### src/tbfs_pkg.sv
package tbfs_pkg;

   localparam int unsigned DOT_W  = 9;
   localparam int unsigned VADR_W = 15;
   localparam int unsigned BYTE_W = 8;
   localparam int unsigned BUS_W  = 14;
   localparam int unsigned COL_W  = 4;
   localparam int unsigned PAT_W  = 16;
   localparam int unsigned ATS_W  = 8;
   localparam int unsigned CSR_IDX_W  = 2;
   localparam int unsigned CSR_DATA_W = 8;

   // configuration register indexes
   localparam logic [CSR_IDX_W-1:0] CSR_PATTERN_TABLE_HIGH = 2'd0;
   localparam logic [CSR_IDX_W-1:0] CSR_SHOW_LEFT_EIGHT    = 2'd1;
   localparam logic [CSR_IDX_W-1:0] CSR_FINE_X             = 2'd2;

   // fetch sequence, by dot modulo 8
   localparam logic [2:0] PH_PAT_HIGH  = 3'd0;
   localparam logic [2:0] PH_NAME_ADDR = 3'd1;
   localparam logic [2:0] PH_NAME_DATA = 3'd2;
   localparam logic [2:0] PH_ATTR_ADDR = 3'd3;
   localparam logic [2:0] PH_ATTR_DATA = 3'd4;
   localparam logic [2:0] PH_PAT_ADDR  = 3'd5;
   localparam logic [2:0] PH_PAT_LOW   = 3'd6;
   localparam logic [2:0] PH_PAT_HADDR = 3'd7;

   localparam logic [BUS_W-1:0] NAME_BASE     = 14'h2000;
   localparam logic [BUS_W-1:0] ATTR_KEEP     = 14'h2C00;
   localparam logic [BUS_W-1:0] ATTR_OFFSET   = 14'h03C0;
   localparam logic [BUS_W-1:0] PAT_HIGH_BASE = 14'h1000;
   localparam logic [BUS_W-1:0] PAT_PLANE_STEP = 14'h0008;
   localparam logic [DOT_W-1:0] LEFT_EDGE     = 9'd9;

   typedef struct packed {
      logic [DOT_W-1:0]  dot;
      logic [VADR_W-1:0] vram_addr;
      logic [BYTE_W-1:0] read_data;
      logic              fetch_en;
      logic              draw_en;
      logic              shift_en;
   } req_type;

   typedef struct packed {
      logic [BUS_W-1:0] mem_addr;
      logic             coarse_x_step;
      logic             pixel_valid;
      logic [COL_W-1:0] pixel_color;
      logic             bg_opaque;
   } rsp_type;

endpackage

### src/tile_background_fetch_shifter.sv
// channel   direction  handshake               payload
// req_      in         req_valid / req_ready   tbfs_pkg::req_type (one dot)
// rsp_      out        rsp_valid / rsp_ready   tbfs_pkg::rsp_type (one result per dot)
// csr_      in         csr_valid / csr_ready   csr_index, csr_data
//
// one dot per clock while req_ready is high: fetch, draw and shift are done in the accepting cycle
// and the result is captured in the output register rsp_ff
// req_ready drops only while the output register is full and rsp_ready is low
// reset (synchronous) clears the fetch latches, shifters and output valid,
// and loads the configuration defaults; csr_ready is always high
module tile_background_fetch_shifter (
   input  logic                                  clock,
   input  logic                                  reset,
   input  logic                                  req_valid,
   output logic                                  req_ready,
   input  tbfs_pkg::req_type                     req_data,
   output logic                                  rsp_valid,
   input  logic                                  rsp_ready,
   output tbfs_pkg::rsp_type                     rsp_data,
   input  logic                                  csr_valid,
   output logic                                  csr_ready,
   input  logic [tbfs_pkg::CSR_IDX_W-1:0]        csr_index,
   input  logic [tbfs_pkg::CSR_DATA_W-1:0]       csr_data
);
   import tbfs_pkg::*;

   logic             pat_table_high_ff;
   logic             show_left_ff;
   logic [2:0]       fine_x_ff;

   logic [BUS_W-1:0]  bus_ff, bus_in;
   logic [BYTE_W-1:0] tile_ff, tile_in;
   logic [1:0]        attr_ff, attr_in;
   logic [BYTE_W-1:0] pat_lo_ff, pat_lo_in;
   logic [BYTE_W-1:0] pat_hi_ff, pat_hi_in;
   logic [PAT_W-1:0]  pat_lo_sh_ff, pat_lo_sh_in;
   logic [PAT_W-1:0]  pat_hi_sh_ff, pat_hi_sh_in;
   logic [ATS_W-1:0]  at_lo_sh_ff, at_lo_sh_in;
   logic [ATS_W-1:0]  at_hi_sh_ff, at_hi_sh_in;
   logic              at_lo_feed_ff, at_lo_feed_in;
   logic              at_hi_feed_ff, at_hi_feed_in;

   rsp_type           rsp_ff, rsp_in;
   logic              rsp_valid_ff;

   logic              req_accept;
   logic [2:0]        phase;
   logic [VADR_W-1:0] v;
   logic [1:0]        quad;
   logic [2:0]        tap;
   logic [1:0]        pat_bits;
   logic [1:0]        att_bits;
   logic              blank_left;

   assign req_ready  = !rsp_valid_ff || rsp_ready;
   assign req_accept = req_valid && req_ready;
   assign csr_ready  = 1'b1;
   assign rsp_valid  = rsp_valid_ff;
   assign rsp_data   = rsp_ff;

   assign phase = req_data.dot[2:0];
   assign v     = req_data.vram_addr;
   assign quad  = {v[6], v[1]};

   // fetch phase
   always_comb begin
      bus_in    = bus_ff;
      tile_in   = tile_ff;
      attr_in   = attr_ff;
      pat_lo_in = pat_lo_ff;
      pat_hi_in = pat_hi_ff;
      if (req_data.fetch_en) begin
         case (phase)
            PH_NAME_ADDR: bus_in = NAME_BASE | {2'b00, v[11:0]};
            PH_NAME_DATA: tile_in = req_data.read_data;
            PH_ATTR_ADDR: bus_in = (bus_ff & ATTR_KEEP) + ATTR_OFFSET
                                   + {8'd0, v[9:7], 3'd0} + {11'd0, v[4:2]};
            PH_ATTR_DATA: attr_in = req_data.read_data[{quad, 1'b0} +: 2];
            PH_PAT_ADDR:  bus_in = (pat_table_high_ff ? PAT_HIGH_BASE : '0)
                                   | {2'b00, tile_ff, 1'b0, v[14:12]};
            PH_PAT_LOW:   pat_lo_in = req_data.read_data;
            PH_PAT_HADDR: bus_in = bus_ff + PAT_PLANE_STEP;
            PH_PAT_HIGH:  pat_hi_in = req_data.read_data;
            default:      bus_in = bus_ff;
         endcase
      end
   end

   // draw phase taps the shifters before they move
   always_comb begin
      tap        = 3'd7 - fine_x_ff;
      pat_bits   = {pat_hi_sh_ff[{1'b1, tap}], pat_lo_sh_ff[{1'b1, tap}]};
      att_bits   = {at_hi_sh_ff[tap], at_lo_sh_ff[tap]};
      blank_left = (req_data.dot < LEFT_EDGE) && !show_left_ff;

      rsp_in.mem_addr      = bus_in;
      rsp_in.coarse_x_step = req_data.fetch_en && (phase == PH_PAT_HIGH);
      rsp_in.pixel_valid   = req_data.draw_en;
      rsp_in.pixel_color   = '0;
      rsp_in.bg_opaque     = 1'b0;
      if (req_data.draw_en && !blank_left) begin
         rsp_in.pixel_color = {att_bits, pat_bits};
         rsp_in.bg_opaque   = |pat_bits;
      end
   end

   // shift phase, reload uses latches as left by the fetch phase
   always_comb begin
      pat_lo_sh_in  = pat_lo_sh_ff;
      pat_hi_sh_in  = pat_hi_sh_ff;
      at_lo_sh_in   = at_lo_sh_ff;
      at_hi_sh_in   = at_hi_sh_ff;
      at_lo_feed_in = at_lo_feed_ff;
      at_hi_feed_in = at_hi_feed_ff;
      if (req_data.shift_en) begin
         pat_lo_sh_in = {pat_lo_sh_ff[PAT_W-2:0], 1'b0};
         pat_hi_sh_in = {pat_hi_sh_ff[PAT_W-2:0], 1'b0};
         at_lo_sh_in  = {at_lo_sh_ff[ATS_W-2:0], at_lo_feed_ff};
         at_hi_sh_in  = {at_hi_sh_ff[ATS_W-2:0], at_hi_feed_ff};
         if (phase == PH_PAT_HIGH) begin
            pat_lo_sh_in  = {pat_lo_sh_ff[PAT_W-2:BYTE_W-1], pat_lo_in};
            pat_hi_sh_in  = {pat_hi_sh_ff[PAT_W-2:BYTE_W-1], pat_hi_in};
            at_lo_feed_in = attr_in[0];
            at_hi_feed_in = attr_in[1];
         end
      end
   end

   always_ff @(posedge clock) begin
      if (reset) begin
         pat_table_high_ff <= 1'b0;
         show_left_ff      <= 1'b1;
         fine_x_ff         <= 3'd0;
      end else if (csr_valid) begin
         case (csr_index)
            CSR_PATTERN_TABLE_HIGH: pat_table_high_ff <= csr_data[0];
            CSR_SHOW_LEFT_EIGHT:    show_left_ff      <= csr_data[0];
            CSR_FINE_X:             fine_x_ff         <= csr_data[2:0];
            default:                ;
         endcase
      end
   end

   always_ff @(posedge clock) begin
      if (reset) begin
         bus_ff        <= '0;
         tile_ff       <= '0;
         attr_ff       <= '0;
         pat_lo_ff     <= '0;
         pat_hi_ff     <= '0;
         pat_lo_sh_ff  <= '0;
         pat_hi_sh_ff  <= '0;
         at_lo_sh_ff   <= '0;
         at_hi_sh_ff   <= '0;
         at_lo_feed_ff <= 1'b0;
         at_hi_feed_ff <= 1'b0;
      end else if (req_accept) begin
         bus_ff        <= bus_in;
         tile_ff       <= tile_in;
         attr_ff       <= attr_in;
         pat_lo_ff     <= pat_lo_in;
         pat_hi_ff     <= pat_hi_in;
         pat_lo_sh_ff  <= pat_lo_sh_in;
         pat_hi_sh_ff  <= pat_hi_sh_in;
         at_lo_sh_ff   <= at_lo_sh_in;
         at_hi_sh_ff   <= at_hi_sh_in;
         at_lo_feed_ff <= at_lo_feed_in;
         at_hi_feed_ff <= at_hi_feed_in;
      end
   end

   always_ff @(posedge clock) begin
      if (reset) begin
         rsp_valid_ff <= 1'b0;
      end else if (req_accept) begin
         rsp_valid_ff <= 1'b1;
      end else if (rsp_ready) begin
         rsp_valid_ff <= 1'b0;
      end
   end

   always_ff @(posedge clock) begin
      if (req_accept) begin
         rsp_ff <= rsp_in;
      end
   end

   // every accepted request shows up as a result on the next cycle
   a_req_to_rsp: assert property (@(posedge clock) disable iff (reset)
      req_accept |=> rsp_valid_ff
         && rsp_ff.coarse_x_step == $past(req_data.fetch_en && phase == PH_PAT_HIGH))
      else $error("result missing or wrong coarse x increment");

   a_opaque_drawn: assert property (@(posedge clock) disable iff (reset)
      rsp_valid_ff |-> rsp_ff.bg_opaque == (rsp_ff.pixel_valid
         && rsp_ff.pixel_color[1:0] != 2'b00))
      else $error("opaque flag disagrees with pattern bits");

   a_blank_color: assert property (@(posedge clock) disable iff (reset)
      rsp_valid_ff && !rsp_ff.pixel_valid |-> rsp_ff.pixel_color == '0)
      else $error("color set on an undrawn dot");

   a_hold_state: assert property (@(posedge clock) disable iff (reset)
      !req_accept |=> $stable(pat_lo_sh_ff) && $stable(bus_ff) && $stable(attr_ff))
      else $error("fetch state moved without a request");

endmodule

### config.mk
export PLATFORM = sky130hd
export DESIGN_NAME = tile_background_fetch_shifter
export DESIGN_NICKNAME = d
export VERILOG_FILES = /design/src/tbfs_pkg.sv /design/src/tile_background_fetch_shifter.sv
export SDC_FILE = /design/constraint.sdc
export NUM_CORES = 1
export LEC_CHECK = 0
export BUFFER_PORTS_ARGS = -buffer_cell sky130_fd_sc_hd__buf_4
export CAP_MARGIN = 10
export CORE_MARGIN = 1
export CORE_UTILIZATION = 35
export DETAILED_ROUTE_END_ITERATION = 12
export HOLD_SLACK_MARGIN = 0.08
export PLACE_DENSITY = 0.63
export SKIP_CTS_REPAIR_TIMING = 1
export SLEW_MARGIN = 20
export SYNTH_ARGS = -nofsm -noshare
export SYNTH_HDL_FRONTEND = slang
export SYNTH_SLANG_ARGS = --single-unit
### constraint.sdc
create_clock -name clock -period 2.3 [get_ports clock]
set_input_delay 0.46 -clock clock [delete_from_list [all_inputs] [get_ports clock]]
set_output_delay 0.46 -clock clock [all_outputs]
set_load 0.03 [all_outputs]
==> results of run 1 <==
==> area by class of cell <==
cell class / instances / area [µm²]
clock inverters: 10 / 96.3
fillers: 1455 / 8590
repair buffers: 85 / 688
clock buffers: 22 / 484
well taps: 211 / 264
inverters: 10 / 37.5
multi-input cells: 421 / 2720
flip-flops and latches: 117 / 2550
==> Yosys cell counts, types with 11 or more instances <==
cell type	n
nand2_1	106
dfxtp_1	96
a21oi_1	65
nor2_1	54
mux2i_1	42
edfxtp_1	21
clkbuf_1	19
mux4_2	12
buf_2	11
nand3_1	11
o21ai_0	11
==> sequential cells by signal, indices dropped and copies added, names as in the netlist, 2 cells and up <==
register	flops
at_hi_sh_ff	8
at_lo_sh_ff	8
attr_ff	2
bus_ff	14
fine_x_ff	3
pat_hi_ff	8
pat_hi_sh_ff	16
pat_lo_ff	8
pat_lo_sh_ff	16
rsp_data	21
tile_ff	8
==> routing by layer <==
layer / global-route usage (%) / share of wire (%) / wire length, µm
met1: 20.1 / 46 / 6080
met5: 0 / 0 / 0
met3: 4.28 / 4.2 / 554
met4: 7.61 / 2.1 / 286
met2: 28.1 / 48 / 6420
==> stage by stage <==
step                hold slack [ns]  setup slack, ns  area [µm²]  std cells
floorplan                     0.428            0.208        5620        598
global placement              0.439            0.291        6260        844
detailed placement            0.445            0.271        6260        844
CTS                           0.229            0.552        6840        876
global route                  0.231            0.399        6840        876
finish                        0.244            0.542        6840        876
==> where the power goes <==
| group | internal [µW] | leakage [µW] | switching, µW |
|---|---|---|---|
| clock network | 1600 | 0.000279 | 950 |
| logic | 210 | 0.00144 | 314 |
| registers | 2150 | 0.000989 | 35.6 |
| total | 3960 | 0.00271 | 1300 |
==> how the worst max path moves through the flow <==
stage / end / slack (ns)
floorplan: rsp_data[0] / 0.21
global placement: rsp_data[1] / 0.29
detailed placement: rsp_data[0] / 0.27
CTS: rsp_data[0] / 0.55
global route: rsp_data[0] / 0.40
finish: rsp_data[20] / 0.54
==> kinds of logic after synthesis <==
group / synth area share, %
AO/OA/AOI/OAI: 16.0
flip-flops: 45.4
AND/OR/NAND/NOR: 18.8
multiplexers: 13.2
other: 0.0668
adder cells (fa/ha/maj): 0.223
buffers and inverters: 6.39
==> flow_summary.yaml, run 1 <==
floorplanning:
  pin_count: 74
  dieArea_um2: 16600
  die_y_um: 129
  die_w_um: 129
  core_um2: 15400
  start_util_pct: 36.4
  rows: 45
sta:
  timing.final.max_slew_violations: 0
  rsz0062_at_grt: "no"
  setup_viol: 0
  max_freq_mhz: 569
  finalHoldViolCount: 0
  skew_ns: 0.00498
  finalSetupTns_ns: 0
  final.min_clock_period_ns: 1.76
  fin_crit_sh_pct: 76.4
detailed_routing:
  wl_per_cell_um: 15.2
  drc: 0
  avgViaCountPerCell: 5.21
  first_pass_iters: 5
  ant_nets: 0
  drt_iter0_drc: 460
  vias: 4567
  wl_um: 13300
clock_tree:
  cts_root_buf: "clkbuf_16"
  clock_sinks: 117
  cts_buffers: 17
  clkTransAtPathRegs_ns: 0.06
  cts_buffer_depth: 2
  h-tree-depth: 4
  clkLatencyLatePin_ns: 0.41
  tritoncts: "yes"
power:
  p_leak_uw: 0.00271
  peakVddDrop_uv: 315
  total_power_uw: 5260
  p_per_area_nw_per_um2: 769
synthesis:
  ys_ff_latch: 117
  postSynth.asyncResetShare_pct: 0
  synth_nets: 649
  ys_top_cells_by_area: "dfxtp_1 34%, edfxtp_1 11%, mux2i_1 7.5%"
  ys_types: 67
  yosysTopAreaCell: "dfxtp_1"
  synthesis.area_um2: 5620
  synth_ff_type: "dfxtp_1"
  synth_seq_area_share_pct: 45.4
  syn_area_per_cell_um2: 9.39
  synth_top_area_share_pct: 34.2
  synthCells: 598
  synth-edff-count: 21
  yosysWarnings: 0
setup_path:
  ff2ff_path_depth: 5
  slowest_stage: "dfxtp_1"
  path_depth: 5
  ff2ff_setup_slack_ns: 0.54
  critical_path_class: "flop to flop"
  r2r_end: "rsp_data[20]"
  critPathMaxStageDelay_ns: 0.35
  r2r_start: "bus_ff[3]"
  crit_start: "bus_ff[3]"
  cp_max_fo: 6
  end_kind: "flop"
  critPathBufInv: 0
  crit_family: "simple AND/OR/NAND/NOR gates"
  cp_cell_sequence: "ha_1 > and4_2 > and3_1 > o21a_1 > o22a_1"
  critPathArrivalTime_ns: 1.91
  worstPathRequired_ns: 2.46
  worst_setup_path_start_kind: "flop"
job:
  drv_cap: 0
global_route:
  grt_pass1_vias: 4258
  track_usage_pct: 16.7
  grt_pass1_wl_um: 21400
  antenna_found_initial: 0
  gr-total-overflow: 0
  grt_start_max_net_pins: 55
worst_hold_path:
  whs_endpoint: "rsp_data[5]"
  hold_path_depth: 1
  holdCritPathClass: "primary input to flop"
  min_from: "req_data[1]"
placed_design:
  dpl.hpwl_um: 9090
  io_buffers: 67
  globalplace.congestion: 0.835
layout:
  final_nets: 703
  area_growth_pct: 21.8
  n_antenna_cell: 0
  mostFrequentLayoutCells: "106 x nand2_1, 96 x dfxtp_1, 81 x buf_4"
  final_common_cell: "nand2_1"
  fin_util_pct: 44.3
  drive_gt1_share_pct: 22.0
outcome:
  status: "complete, no violations"
(Power assumes the default switching activity.)
==> run 2, diff against run 1 <==
--- a/config.mk
+++ b/config.mk
@@ -11,7 +11,7 @@
 export CORE_UTILIZATION = 35
 export DETAILED_ROUTE_END_ITERATION = 12
 export HOLD_SLACK_MARGIN = 0.08
-export PLACE_DENSITY = 0.63
+export PLACE_DENSITY = 0.65
 export SKIP_CTS_REPAIR_TIMING = 1
 export SLEW_MARGIN = 20
 export SYNTH_ARGS = -nofsm -noshare
==> constraint.sdc (replaced) <==
create_clock -name clock -period 1.6 [get_ports clock]
set_input_delay 0.32 -clock clock [delete_from_list [all_inputs] [get_ports clock]]
set_output_delay 0.32 -clock clock [all_outputs]
set_load 0.03 [all_outputs]
==> flow_summary.yaml, run 2 (synthesized netlist as in run 1, its figures left out) <==
outcome:
  status: "complete, no violations"
floorplanning:
  die_w_um: 129
  dieArea_um2: 16600
  core_um2: 15400
  die_y_um: 129
  pin_count: 74
  rows: 45
  start_util_pct: 36.4
sta:
  final.min_clock_period_ns: 1.59
  finalHoldViolCount: 0
  timing.final.max_slew_violations: 0
  fin_crit_sh_pct: 99.1
  setup_viol: 0
  max_freq_mhz: 630
  whs_ns: 0.101
  skew_ns: 0.00720
detailed_routing:
  first_pass_iters: 6
  ant_nets: 0
  drt_iter0_drc: 392
  wl_per_cell_um: 15.9
  wl_um: 14400
  drc: 0
  avgViaCountPerCell: 5.31
  vias: 4831
clock_tree:
  clkTransAtPathRegs_ns: 0.06
  cts_buffers: 17
  clkLatencyLatePin_ns: 0.42
  cts_buffer_depth: 2
  h-tree-depth: 4
  clock_sinks: 117
  tritoncts: "yes"
  cts_root_buf: "clkbuf_16"
setup_path:
  slowest_stage: "dfxtp_2"
  worstPathRequired_ns: 1.90
  cp_max_fo: 5
  cp_cell_sequence: "ha_4 > nand4_1 > o211a_1 > o311ai_2 > a21oi_1"
  critical_path_class: "flop to flop"
  critPathMaxStageDelay_ns: 0.36
  end_kind: "flop"
  critPathArrivalTime_ns: 1.88
  worst_setup_path_start_kind: "flop"
global_route:
  grt_pass1_vias: 4666
  antenna_found_initial: 0
  grt_start_max_net_pins: 72
  gr-usage-met2_pct: 29.7
  track_usage_pct: 18.0
  grtUsageMet1_pct: 22.1
  met3_usage_pct: 4.70
  grt.busiest_layer: "met2"
  grt_pass1_wl_um: 23000
  gr-total-overflow: 0
job:
  drv_cap: 0
placed_design:
  dpl.hpwl_um: 9820
  io_buffers: 67
  globalplace.congestion: 0.906
power:
  p_per_area_nw_per_um2: 1060
  p_leak_uw: 0.00290
  peakVddDrop_uv: 779
  total_power_uw: 7730
layout:
  final_common_cell: "buf_4"
  mostFrequentLayoutCells: "110 x buf_4, 106 x nand2_1, 92 x dfxtp_1"
  drive_gt1_share_pct: 28.3
  n_antenna_cell: 0
  largest_register_ffs: 21
  area_growth_pct: 29.6
  final_nets: 737
worst_hold_path:
  holdCritPathClass: "primary input to flop"
## run 2: cell types whose count changed in the layout (fill, tap and decap cells not counted), sizes merged
cell | previous run | this run
clkbuf | 22 | 18
clkinvlp | 3 | 5
bufinv | 1 | 2
inv | 12 | 13
buf | 85 | 118
clkinv | 4 | 5
## run 2: where the power goes
part / leakage [µW] / total, µW / internal (µW) / switching [µW]
Combinational: 0.00164 / 853 / 367 / 486
Sequential: 0.000990 / 3140 / 3090 / 49.7
Clock: 0.000272 / 3740 / 2290 / 1440
## run 2: final timing paths
path,to,startpoint,slack [ns],depth (start not counted)
worst max-delay path,bus_ff[11],bus_ff[4],0.01,5
worst min-delay path,rsp_data[5],req_data[1],0.10,1
worst max register to register,bus_ff[11],bus_ff[4],0.01,5
worst min register to register,pat_hi_sh_ff[0],pat_hi_sh_ff[0],0.45,2
## run 2: worst max-delay path: cells and delay by family, from the launching register on
kind | cells | cell delay [ns]
AOI/OAI and AO/OA | 3 | 0.71
adders and majority gates | 1 | 0.16
and+or+nand+nor | 1 | 0.23
DFF | 1 | 0.36
## run 2: layout make-up
type	count	area, µm²
fill	1440	8150
sequential	117	2560
inverter	10	37.5
timing repair buffer	119	1010
clock buffer	17	425
clock inverter	15	156
tap	211	264
multi-input combinational	421	2830
## run 2: routing by layer
layer	vias to the layer above	part of all wire, %
li1	2318	-
met2	136	49
met4	0	1.9
met3	19	4.5
met1	2358	45
met5	-	0
## run 2: through the flow
step                      utilization, %  area [µm²]  setup slack (ns)  TNS (ns)  cells
final                               47.2        7280            0.0139         0    910
after global routing                47.2        7280           -0.0339   -0.0758    910
after CTS                           46.2        7130           -0.0950    -0.469    908
after detailed placement            42.5        6550            -0.273     -4.19    876
after global placement              42.5        6550            -0.235     -3.06    876
after floorplan                        -        5620            0.0338         0    598
